## config.mk

```make
export PLATFORM = sky130hd
export DESIGN_NAME = bfsa_ram
export DESIGN_NICKNAME = d
export VERILOG_FILES = /design/src/bfsa_ram.sv
export SDC_FILE = /design/constraint.sdc
export NUM_CORES = 1
export LEC_CHECK = 0
export BUFFER_PORTS_ARGS = -buffer_cell sky130_fd_sc_hd__clkbuf_2
export CAP_MARGIN = 20
export CELL_PAD_IN_SITES_DETAIL_PLACEMENT = 0
export CELL_PAD_IN_SITES_GLOBAL_PLACEMENT = 1
export CORE_UTILIZATION = 35
export DETAILED_ROUTE_END_ITERATION = 10
export PLACE_DENSITY_LB_ADDON = 0.1
export SLEW_MARGIN = 20
export SYNTH_ARGS = -nofsm -noshare
export SYNTH_HDL_FRONTEND = slang
export SYNTH_SLANG_ARGS = --single-unit
```

## constraint.sdc

```tcl
create_clock -name i_clk -period 5.3 [get_ports i_clk]
set_input_delay 0.53 -clock i_clk [delete_from_list [all_inputs] [get_ports i_clk]]
set_output_delay 0.53 -clock i_clk [all_outputs]
set_load 0.01 [all_outputs]
```

## src/bfsa_ram.sv

```systemverilog
// ------------------------------------------------------------------------
// bfsa_ram
// generic simple dual-port ram, one write port, registered read port
// ------------------------------------------------------------------------
`timescale 1ns / 1ps

module bfsa_ram #(
    parameter int WIDTH = 8,
    parameter int DEPTH = 16
) (
    input  logic                     i_clk,
    input  logic                     i_we,
    input  logic [$clog2(DEPTH)-1:0] i_waddr,
    input  logic [WIDTH-1:0]         i_wdata,
    input  logic [$clog2(DEPTH)-1:0] i_raddr,
    output logic [WIDTH-1:0]         o_rdata
);

    logic [WIDTH-1:0] r_mem [DEPTH];
    logic [WIDTH-1:0] r_rdata;

    always_ff @(posedge i_clk) begin
        if (i_we) begin
            r_mem[i_waddr] <= i_wdata;
        end
        r_rdata <= r_mem[i_raddr];
    end

    assign o_rdata = r_rdata;

endmodule

```

==> flow_summary_export.csv <==
group,metric,value,unit
logic_synthesis,synth_area_leaders,"edfxtp_1, mux4_2, mux4_1",
logic_synthesis,synth_warnings,0,
cells_and_area,finish.utilization,0.423,
clocking,cts_root_buf,"clkbuf_16",
critical_path,crit_path_end_kind,"flop",
clocking,cts_buffers,17,
power,ir_worst_vdd,0.000233,V
timing,slew_viol_final,0,
timing,fin_crit_sh,0.411,
cells_and_area,syn2layout_area_growth,15.9,%
floorplan,core_region_area,0.0141,sq mm
logic_synthesis,postSynthCellCount,229,
clocking,cts_tree,"yes",
clocking,ctsResizeCount,0,
clocking,cts.clk_slew.worst_paths,0.05,ns
clocking,htree_levels,4,
timing,maxSlewHeadroom,0.326,
placement,place.gp.congestion,0.669,
outcome,outcome,"completed",
logic_synthesis,synth_edf_count,128,
critical_path,cp.required,5.59,ns
placement,preCtsSetupSlack,2.61,ns
route,ant_nets,0,
timing,fin_skew,0.00403,ns
grt,antenna_found_initial,0,
logic_synthesis,ys.flop_type,"edfxtp_1",
critical_path,crit_chain,"clkbuf_2 -> buf_4 -> mux4_1 -> a22oi_1 -> nand2_1",
route,vias,2320,
placement,io_buffers,25,
placement,dp.cells,427,
route,topRoutingLayerUsed,"met4",
logic_synthesis,yosysTopAreaCell,"edfxtp_1",
route,drt-total-wl,10500,um
route,post_drt_wl_per_cell,22.9,um
critical_path,arrival,2.47,ns
clocking,clk_path_buf_depth,2,
floorplan,num_rows,43,
clocking,cts_setup_buffers,0,
route,dr.first_iter.drc_count,139,
critical_path,critPathMaxFanout,24,
logic_synthesis,synth_commonest_cells,"edfxtp_1, mux4_2, a22oi_1, mux4_1, nor2_1",
grt,grt.overflow.total,0,
placement,place_hpwl,6450,um
floorplan,ios,26,
worst_hold_path,hold_path_class,"input port to flop",
cells_and_area,drive_gt1_frac,0.263,
route,wl_met2,4890,um
route,drcViolationCount,0,
logic_synthesis,synth-seq-area-share,0.778,
critical_path,critPathMaxStageDelay,0.67,ns
grt,grt_use_total,0.158,
cells_and_area,diodes,0,
timing,setup_viol,0,
clocking,cts_num_sinks,136,
cells_and_area,instances_no_fill,458,
power,p_per_area,395,mW/mm^2
floorplan,die_x,123,um
logic_synthesis,syn_area_per_cell,22.5,sq um
floorplan,start_util,0.365,
route,routed_via_density,5.07,
grt,grt_pass1_wl,15800,um
critical_path,critPathLaunchType,"input port",
logic_synthesis,syn_area,0.00515,sq mm
critical_path,critPathKind,"input port to flop",
floorplan,die_y,123,um
route,wl_met3,366,um
cells_and_area,nNetsFinal,284,
logic_synthesis,synth_nets,247,
route,met1Wirelength,5030,um
power,cellLeakagePower,0.00197,uW
route,drt-pass1-iter-count,4,
clocking,ctsHoldBuffers,0,
clocking,clk_latency,0.41,ns
cells_and_area,fin_area,0.00597,sq mm
timing,fmax,459,MHz
logic_synthesis,synth-seq-cells,136,
logic_synthesis,async_flop_share,0,
timing,hold_viol_final,0,
run,drv_cap,0,
logic_synthesis,synth.most_common_cell,"edfxtp_1",
grt,grt_max_degree,33,
logic_synthesis,yosysUniqueCellTypes,19,
timing,worst_slack,3.12,ns
timing,worst_slew_pin_slew,1.01,ns
logic_synthesis,synthDominantCellAreaShare,0.747,
placement,dpl_cell_area,0.00544,sq mm
floorplan,fp.dieArea,0.0152,sq mm
grt,grt_pass1_vias,2472,
timing,tns,0,ns
critical_path,cpMaxStageDelayCell,"clkbuf_2",
timing,rsz0062_at_grt,"no",
timing,fin_crit,2.18,ns
## cell families (layout without fill, tap and decap cells)
group,Yosys count,count (layout),synth area share
muxes,32,32,0.150
and+or+nand+nor,35,35,0.0318
DFF,136,136,0.778
buffers and inverters,10,59,0.0168
AOI/OAI and AO/OA,16,16,0.0233
## flip-flops by register name, indices dropped and copies added, names as in the netlist
name,flops
r_mem,128
o_rdata,8
## critical path, delay by kind of cell
family | cells | cell delay [ns]
AOI/OAI and AO/OA | 1 | 0.26
and+or+nand+nor | 1 | 0.08
buffers and inverters | 2 | 1.02
muxes | 1 | 0.56
## power breakdown
part | internal (uW) | switching [uW]
registers | 1200 | 7.32
clock network | 640 | 393
logic | 43.5 | 65.2
## layout make-up
class                      count  area, sq um
fill                        1219         8130
multi-input combinational     83         1070
timing repair buffer          28          148
clock inverter                 4         18.8
clock buffer                  27          503
sequential                   136         4000
tap                          180          225
## per-layer routing
| metal | vias up | global-route usage |
|---|---|---|
| met5 | - | 0 |
| met4 | 0 | 0.0693 |
| met3 | 16 | 0.0470 |
| met2 | 52 | 0.233 |
| met1 | 1206 | 0.216 |
| li1 | 1046 | - |
## worst paths after layout
check / from / endpoint / slack [ns] / cells past startpoint
setup reg to reg: r_mem[11][6] / o_rdata[6] / 3.91 / 3
hold reg to reg: r_mem[12][1] / o_rdata[1] / 0.67 / 3
hold / removal: i_wdata[7] / r_mem[4][7] / 0.57 / 1
setup / recovery: i_raddr[0] / o_rdata[3] / 3.12 / 5
## stage by stage
step	hold slack, ns	power (uW)
floorplan	0.629	1290
global placement	0.649	1340
detailed placement	0.657	1340
CTS	0.559	2380
global route	0.572	2440
finish	0.570	2350
## layout by cell type, fill, tap and decap left out
cell type and n:
clkinv_2 3, nand2b_1 2, buf_4 3, dfxtp_1 8, and2_1 1, mux4_1 14, clkbuf_1 6, clkinv_1 1
nor3_2 2, clkbuf_16 17, nand3b_1 2, or3b_2 1, clkbuf_8 4, nor2_1 13, mux4_2 18, clkbuf_2 25
nand2_1 9, nor2b_1 1, edfxtp_1 128, and2b_1 1, nand3_1 1, a22oi_1 16, nor3_1 2
Power figures use the tool's default switching activity.
