$ cat config.mk
export PLATFORM = sky130hd
export DESIGN_NAME = bfsa_hole_unit
export DESIGN_NICKNAME = d
export VERILOG_FILES = /design/src/bfsa_pkg.sv /design/src/bfsa_hole_unit.sv
export SDC_FILE = /design/constraint.sdc
export NUM_CORES = 1
export LEC_CHECK = 0
export BUFFER_PORTS_ARGS = -buffer_cell sky130_fd_sc_hd__buf_4
export CORE_MARGIN = 2
export CORE_UTILIZATION = 50
export DETAILED_ROUTE_END_ITERATION = 10
export PLACE_DENSITY = 0.85
export SLEW_MARGIN = 40
export SYNTH_ARGS = -nofsm -noshare
export SYNTH_HDL_FRONTEND = slang
export SYNTH_SLANG_ARGS = --single-unit
export TNS_END_PERCENT = 10
$ cat constraint.sdc
create_clock -name vclk -period 11.4
set_input_delay 3.42 -clock vclk [all_inputs]
set_output_delay 3.42 -clock vclk [all_outputs]
set_load 0.03 [all_outputs]
$ cat src/bfsa_pkg.sv
// ------------------------------------------------------------------------
// bfsa_pkg
// shared constants and types of the best-fit segment allocator
// ------------------------------------------------------------------------
`timescale 1ns / 1ps

package bfsa_pkg;

    localparam int MAX_SEGMENTS = 64;
    localparam int IDX_W        = $clog2(MAX_SEGMENTS);
    localparam int CNT_W        = $clog2(MAX_SEGMENTS + 1);
    localparam int ADDR_W       = 32;
    localparam int OWN_W        = 16;

    localparam logic [CNT_W-1:0] MAX_CNT = CNT_W'(MAX_SEGMENTS);

    localparam logic FUNC_ALLOC = 1'b0;
    localparam logic FUNC_FREE  = 1'b1;

    typedef struct packed {
        logic [ADDR_W-1:0] seg_base;
        logic [ADDR_W-1:0] seg_end;
        logic [OWN_W-1:0]  seg_owner;
    } t_seg;

    localparam int SEG_W = $bits(t_seg);

    typedef struct packed {
        logic [ADDR_W-1:0] hole;
        logic              fits_better;
    } t_hole_res;

endpackage

$ cat src/bfsa_hole_unit.sv
// ------------------------------------------------------------------------
// bfsa_hole_unit
// shared span subtract and best-fit compare
// ------------------------------------------------------------------------
`timescale 1ns / 1ps

module bfsa_hole_unit import bfsa_pkg::*; (
    input  logic [ADDR_W-1:0] i_lo,
    input  logic [ADDR_W-1:0] i_hi,
    input  logic [ADDR_W-1:0] i_size,
    input  logic [ADDR_W-1:0] i_best,
    input  logic              i_found,
    output t_hole_res         o_res
);

    logic [ADDR_W-1:0] w_hole;

    assign w_hole = (i_hi > i_lo) ? (i_hi - i_lo) : '0;

    always_comb begin
        o_res.hole        = w_hole;
        o_res.fits_better = (w_hole >= i_size) && (!i_found || (w_hole < i_best));
    end

endmodule

==> results of run 1 <==
[cell usage after synthesis (3+ instances only)]
master	number
nor2b_1	6
nor3_1	8
a21o_1	27
o21a_1	6
xor2_1	11
xnor2_1	13
nor2_1	45
and2_1	3
inv_1	105
nand3_1	10
o21bai_1	3
nand4_1	15
and3_1	3
o21ai_0	28
nand2b_1	10
a2111oi_0	3
a21oi_1	42
nand2_1	21
a211oi_1	4
and4_1	3
ha_1	95
[through the flow]
stage,TNS (ns),util,worst slack (ns),instances,instance area (µm²)
floorplan,0,-,0.183,504,3460
global placement,0,0.711,0.192,750,4810
detailed placement,0,0.711,0.0988,750,4810
CTS,0,0.711,0.0851,750,4810
global route,-0.00131,0.717,-0.00131,752,4850
finish,0,0.717,0.244,752,4850
[how the worst max path moves through the flow]
stage                          end  cells after the start
after global routing      o_res[0]                     26
after CTS                 o_res[0]                     20
final                     o_res[0]                     24
after floorplan           o_res[0]                     22
after detailed placement  o_res[0]                     19
after global placement    o_res[0]                     19
[power groups by stage]
stage	clock network, mW	logic (mW)	registers (mW)
2_1_floorplan	0	0.202	0
3_3_place_gp	0	0.302	0
3_5_place_dp	0	0.311	0
4_1_cts	0	0.312	0
5_1_grt	0	0.351	0
6_report	0	0.317	0
[routing by layer]
metal / track usage / wire length, µm
met5: 0 / 0
met4: 0.0490 / 176
met3: 0.0218 / 522
met2: 0.510 / 5110
met1: 0.343 / 4570
[final cells by class]
cell class	instances	area, µm²
inverters	105	394
multi-input cells	393	3040
repair buffers	174	1310
well taps	80	100
fillers	559	1910
[layout by cell type (no fill, tap or decap), drive strengths merged, types with 3 or more instances in the layout]
cell | Yosys | final
and2 | 3 | 3
o21bai | 3 | 3
nand3 | 10 | 10
a2111oi | 3 | 3
nand2 | 21 | 21
o22ai | 3 | 3
nand4 | 15 | 15
o21ai | 30 | 30
and4 | 3 | 3
inv | 105 | 105
nand2b | 10 | 10
a21o | 28 | 28
a21oi | 43 | 43
a211oi | 5 | 5
and3 | 3 | 3
nor2 | 45 | 45
xnor2 | 13 | 13
nor2b | 6 | 6
buf | 4 | 174
xor2 | 11 | 11
nor3 | 8 | 8
o21a | 6 | 6
ha | 95 | 95
[cells by family (layout without fill, tap and decap cells)]
logic type      Yosys count  after routing  share of synthesized area
compound gates          141            141                      0.272
simple gates            130            130                      0.185
xor+xnor                 24             24                     0.0608
fa+ha+maj                96             96                      0.350
mux                       2              2                    0.00651
buf+inv                 111            279                      0.126
[critical path, stage by stage]
cell and delay (ns):
buf_4 0.07, inv_1 0.03, ha_1 0.36, a21o_1 0.21, a21o_1 0.19, a2111oi_0 0.60, and2_1 0.22, a21o_2 0.15
o21ai_2 0.08, o41ai_4 0.13, buf_6 0.22, buf_4 0.17, nor2_1 0.10, ha_1 0.30, a21oi_1 0.18, o22ai_1 0.09
o21a_1 0.17, o21ai_0 0.14, nand2b_1 0.07, a21oi_1 0.25, o21a_1 0.15, o211ai_1 0.08, a21oi_1 0.16, buf_4 0.19
[repair_timing]
action | 4_1_cts | 5_1_grt
setup buffers | 0 | 1
gates resized for setup | 0 | 6
endpoints found under the setup margin | 0 | 1
==> results by group, run 1 <==
Timing
  • Period utilization: 0.979
  • Endpoints failing setup: 0
  • Max-slew violations: 0
  • Final min period: between 10 and 15 ns
  • Max-slew headroom: 0.574
  • Achievable frequency: 89.6 MHz
  • Final hold slack: 7.31 ns
  • Count of final hold-check violations: 0
  • Worst slew pin tran: between 0.6 and 0.7 ns

Finish
  • Seq cells: 0
  • N_diodes: 0
  • Register Area: 0 µm²
  • Layout clock buffers: 0
  • Layout cells sized above 1: 0.278
  • Layout area overhead: 40.2%
  • Post-layout nets: 899

Global route
  • GRT Total Usage: 0.273
  • First-pass GRT wire length: 17.6 mm
  • Initial antenna violation count: 0
  • Vias in the first global route: 4,091
  • Largest net degree at the start of global routing: 16
  • Global route overflow: 0

Min path
  • Cells on Worst Hold Path: 5
  • Hold crit path type: in -> out
  • Hold EP: o_res[0]
  • HP Start: i_found

Floorplanning
  • Io pins: 162
  • Die H: roughly 87 µm
  • Initial core utilization: 0.512
  • Core area: between 6000 and 7000 µm²
  • Die width: 87.2 µm
  • Site Rows: 30
  • DIE AREA: 7600 µm²

Synth
  • Cell Area, Synth: 3460 µm²
  • Register area share after synthesis: 0
  • Post-Syn Nets: approximately 730
  • Post-synth top area cell: ha_1
  • Yosys warning total: 0
  • Share of the synthesized area in the top cell type: 0.344
  • Top post-synthesis cells by area: ha_1 (34%), inv_1 (11%), a21oi_1 (6.1%), a21o_1 (5.9%), nor2_1 (4.9%)
  • Syn avg cell area: between 6 and 7 µm²
  • Cells after Synth: about 500
  • Distinct cells, synth: 56

Power and ir drop
  • Combinational power share: 1.000
  • Pleak: ~3.0 nW
  • Clk pwr share: 0
  • Sw Ratio: 0.550
  • Pwr/cell area: 65.4 nW/µm²
  • Sequential Power Share: 0
  • Int Pwr: between 0.1 and 0.15 mW
  • Tot Pwr: 0.317 mW
  • Psw: roughly 0.17 mW
  • Worst vdd ir: about 0.000047 V

Critical path
  • Worst EP arrival: 7.74 ns
  • Worst setup path startpoint: i_lo[17]
  • Critical path class: in -> out
  • CP Max Fanout: 9
  • Crit. End Element: output port
  • Crit path launch type: input port
  • Req. time, crit path: 7.98 ns

Routing
  • Total iterations of the first detailed-routing run: 4
  • Routed WL: just over 10 mm
  • ANT nets after route: 0
  • Via density per instance: between 5 and 6
  • Total number of vias: 4,093
  • Drc violations: 0
  • Iteration-0 DRC Markers: 114
  • Routed wire per std cell: 13.8 µm

CTS
  • Hold_buf cts: 0

Placed design
  • I/O Buffers: 162
  • HPWL after DPL: 9.40 mm
  • Gpl congestion: 0.892

Status
  • Status: complete, no violations

Job
  • Max_cap viols: 0
(Power assumes the default switching activity.)
==> inputs of run 2 (changes only) <==
--- a/config.mk
+++ b/config.mk
@@ -5,7 +5,8 @@
 export SDC_FILE = /design/constraint.sdc
 export NUM_CORES = 1
 export LEC_CHECK = 0
-export BUFFER_PORTS_ARGS = -buffer_cell sky130_fd_sc_hd__buf_4
+export ABC_AREA = 1
+export BUFFER_PORTS_ARGS = -buffer_cell sky130_fd_sc_hd__buf_2
 export CORE_MARGIN = 2
 export CORE_UTILIZATION = 50
 export DETAILED_ROUTE_END_ITERATION = 10
==> run 2 against run 1 <==
  * Sequential share of layout area unchanged
  * Fmax increased by 3.7%
  * Critical endpoint unchanged
  * Largest power group unchanged
  * Non-clock buffer count fell by 12
==> results by group, run 2 <==
Floorplanning
  • Io pins: 162
  • Die H: approximately 88 µm
  • DIE AREA: between 7000 and 8000 µm²
  • Site Rows: 30
  • Core area: 6830 µm²
  • Die width: 88.0 µm
  • Initial core utilization: 0.517

Synth
  • Commonest cells in the netlist: inv_1 (141), nand2_1 (114), ha_1 (95), a21oi_1 (64), nor2_1 (50)
  • Cells after Synth: just under 600
  • Syn avg cell area: approximately 5.9 µm²
  • Most frequent cell after synthesis: inv_1
  • Post-synth top area cell: ha_1
  • Post-Syn Nets: 820
  • Share of the synthesized area in the top cell type: 0.337
  • Yosys warning total: 0
  • Distinct cells, synth: 37
  • Register area share after synthesis: 0
  • Cell Area, Synth: ~3500 µm²
  • Top post-synthesis cells by area: ha_1 (34%), inv_1 (15%), nand2_1 (12%), a21oi_1 (9.1%), nor2_1 (5.3%)

Critical path
  • Crit path launch type: input port
  • Crit path top cell by count: nand2_1
  • Crit. End Element: output port
  • Largest stage delay, worst path: around 0.46 ns
  • CP Max Fanout: 17
  • Req. time, crit path: 7.98 ns
  • CP top delay family: compound AO/OA/AOI/OAI gates
  • Critical path class: in -> out
  • Worst EP arrival: 7.34 ns
  • Slowest CP cell: inv_1
  • CP bufs+invs: 4

Power and ir drop
  • Pleak: 2.90 nW
  • Pwr/cell area: 64.8 nW/µm²
  • Tot Pwr: slightly below 0.3 mW
  • Worst vdd ir: around 0.000042 V

Routing
  • Total iterations of the first detailed-routing run: 5
  • Routed WL: about 11 mm
  • Via density per instance: 5.16
  • Iteration-0 DRC Markers: between 150 and 200
  • ANT nets after route: 0
  • Drc violations: 0
  • Routed wire per std cell: 12.5 µm
  • Total number of vias: between 4,000 and 5,000

Global route
  • GRT Total Usage: 0.264
  • Global route overflow: 0
  • First-pass GRT wire length: approximately 17 mm
  • Largest net degree at the start of global routing: 18
  • Vias in the first global route: approximately 4,000
  • Initial antenna violation count: 0

Finish
  • Layout cells sized above 1: 0.248
  • Fin area: 4450 µm²
  • N_diodes: 0
  • Register Area: 0 µm²
  • Layout clock buffers: 0
  • Most frequent cells in the layout: buf_2 (162), inv_1 (141), nand2_1 (114)
  • Seq cells: 0
  • Post-layout nets: 982
  • Post-route insts no fill: approximately 850
  • Layout area overhead: 26.1%
  • Commonest non-fill, non-tap cell in the layout: buf_2
  • Fill cells: 661

CTS
  • Post-CTS Setup Bufs: 0
  • Post-cts gate resize count: 0
  • Hold_buf cts: 0

Timing
  • Final min period: around 11 ns
  • Setup_tns: 0 ns
  • Max-slew headroom: 0.658
  • Max-slew violations: 0
  • Worst slew pin tran: 0.512 ns
  • Period utilization: 0.944
  • Count of final hold-check violations: 0
  • Achievable frequency: 92.9 MHz
  • Final hold slack: roughly 7.2 ns
  • Endpoints failing setup: 0
  • RSZ-0062 raised after global routing: false

Job
  • Max_cap viols: 0

Placed design
  • Inst Count DP: around 850
  • Gpl congestion: 1.03
  • HPWL after DPL: ~9.6 mm
  • Cell Area, Placed: around 4500 µm²
  • I/O Buffers: around 160

Min path
  • Hold crit path type: in -> out

Status
  • Status: complete, no violations
[run 2: final cells by class]
cell class	instances	area, µm²	area share
timing repair buffer	162	811	0.182
inverter	141	529	0.119
multi-input combinational	452	2990	0.672
tap	96	120	0.0270
[run 2: logic make-up after synthesis]
| family | after synthesis | synth area share |
|---|---|---|
| simple gates | 214 | 0.264 |
| buf+inv | 143 | 0.152 |
| compound gates | 131 | 0.214 |
| fa+ha+maj | 96 | 0.342 |
| xor+xnor | 11 | 0.0273 |
[run 2: power breakdown]
| group | total (mW) | switching, mW | internal, mW |
|---|---|---|---|
| logic | 0.289 | 0.184 | 0.104 |
| registers | 0 | 0 | 0 |
| clock network | 0 | 0 | 0 |
[run 2: path summary, 6_finish.rpt]
check,start,endpoint,depth (start not counted)
worst min-delay path,i_found,o_res[0],3
worst max-delay path,i_lo[0],o_res[0],26
[run 2: layer usage]
layer	wire [µm]	global-route usage
met1	4660	0.332
met2	5180	0.509
met3	613	0.0104
met4	156	0.0344
met5	0	0
[run 2: per-stage QoR]
step	util	setup slack (ns)
CTS	0.652	0.733
finish	0.652	0.641
detailed placement	0.652	0.760
global route	0.652	0.339
global placement	0.652	0.794
floorplan	-	1.09
==> inputs of run 3 (changes only) <==
==> constraint.sdc (replaced) <==
create_clock -name vclk -period 11.65
set_input_delay 3.495 -clock vclk [all_inputs]
set_output_delay 3.495 -clock vclk [all_outputs]
set_load 0.03 [all_outputs]
==> run 3 against run 2 <==
  * Sequential share of layout area did not move
  * Hold slack improved by 0.16 ns
  * Setup slack improved by 0.065 ns
  * Combinational power fell by 2%
  * Critical endpoint unchanged
  * Largest cell class unchanged
==> results by group, run 3 (synthesized netlist as in run 2, its figures left out) <==
Routing
  • Total number of vias: 4,360
  • Via density per instance: just over 5
  • Iteration-0 DRC Markers: around 170
  • Drc violations: 0
  • Total iterations of the first detailed-routing run: 4
  • Routed wire per std cell: 12.4 µm
  • ANT nets after route: 0
  • Routed WL: roughly 11 mm

Global route
  • First-pass GRT wire length: 16.9 mm
  • Initial antenna violation count: 0
  • Vias in the first global route: approximately 4,000
  • Global route overflow: 0
  • GRT Total Usage: 0.264
  • Largest net degree at the start of global routing: 18

Timing
  • Final min period: 10.94 ns
  • Worst Setup Slack, final: 0.706 ns
  • Max-slew violations: 0
  • Max-slew headroom: 0.623
  • Achievable frequency: between 90 and 100 MHz
  • Worst slew pin tran: ~0.56 ns
  • Period utilization: 0.939
  • RSZ-0062 raised after global routing: false
  • Setup_tns: 0 ns
  • Count of final hold-check violations: 0
  • Endpoints failing setup: 0

Finish
  • Most frequent cells in the layout: buf_2 (162), inv_1 (141), nand2_1 (114)
  • N_diodes: 0
  • Layout clock buffers: 0
  • Fill cells: 662
  • Fin area: roughly 4500 µm²
  • Multi-input logic area: about 3000 µm²
  • Layout area overhead: 26.1%
  • Commonest non-fill, non-tap cell in the layout: buf_2
  • Post-layout nets: around 980
  • Seq cells: 0
  • Post-route insts no fill: 851
  • Layout cells sized above 1: 0.248
  • Register Area: 0 µm²

Power and ir drop
  • Pleak: about 2.9 nW
  • Psw: around 0.18 mW
  • Tot Pwr: 0.282 mW
  • Combinational power share: 1.000
  • Int Pwr: about 0.10 mW
  • Pwr/cell area: ~63 nW/µm²
  • Worst vdd ir: 0.0000366 V
  • Clk pwr share: 0
  • Sw Ratio: 0.638
  • Sequential Power Share: 0

Floorplanning
  • DIE AREA: between 7000 and 8000 µm²
  • Core area: 6830 µm²
  • Initial core utilization: 0.517
  • Die H: approximately 88 µm
  • Die width: 88.0 µm
  • Site Rows: 30
  • Io pins: between 150 and 200

Critical path
  • Crit path launch type: input port
  • Crit. End Element: output port
  • Critical path class: in -> out
  • Req. time, crit path: 8.16 ns
  • Worst EP arrival: about 7.5 ns
  • Slowest CP cell: inv_1
  • Crit path top cell by count: nand2_1
  • Largest stage delay, worst path: ~0.46 ns
  • CP Max Fanout: 17

Status
  • Status: complete, no violations

Placed design
  • Inst Count DP: about 850
  • I/O Buffers: 162
  • Dpl ws: 0.858 ns
  • Gpl congestion: around 1.0
  • Cell Area, Placed: about 4500 µm²
  • HPWL after DPL: ~9.5 mm

CTS
  • Post-cts gate resize count: 0
  • Hold_buf cts: 0
  • Post-CTS Setup Bufs: 0

Min path
  • Cells on Worst Hold Path: 3
  • Hold crit path type: in -> out

Job
  • Max_cap viols: 0
[run 3: area by class of cell]
cell class | count | area share
multi-input cells | 452 | 0.672
inverters | 141 | 0.119
well taps | 96 | 0.0270
repair buffers | 162 | 0.182
[run 3: layer usage]
layer / part of all wire / GRT usage / wire length (µm) / up-vias
met4: 0.028 / 0.0661 / 301 / 0
met3: 0.054 / 0.0123 / 568 / 26
met2: 0.48 / 0.493 / 5050 / 167
li1: - / - / - / 2271
met1: 0.44 / 0.329 / 4670 / 1896
met5: 0 / 0 / 0 / -
[run 3: power groups by stage]
| stage | clock, mW | combinational [mW] | sequential [mW] |
|---|---|---|---|
| final | 0 | 0.282 | 0 |
| after global routing | 0 | 0.314 | 0 |
| after CTS | 0 | 0.280 | 0 |
| after detailed placement | 0 | 0.278 | 0 |
| after global placement | 0 | 0.272 | 0 |
| after floorplan | 0 | 0.196 | 0 |
[run 3: through the flow]
stage                util  hold WS (ns)
floorplan               -          7.09
finish              0.652          7.32
global route        0.652          7.32
global placement    0.652          7.33
detailed placement  0.652          7.32
CTS                 0.652          7.32
[run 3: worst paths after layout]
| check | from | endpoint | slack, ns |
|---|---|---|---|
| max | i_lo[0] | o_res[0] | 0.71 |
| min | i_found | o_res[0] | 7.32 |
[run 3: critical path, delay by kind of cell]
kind	cells	cell delay, ns
AOI/OAI and AO/OA	6	1.29
and+or+nand+nor	13	1.10
buffers and inverters	4	0.84
adders and majority gates	3	0.72
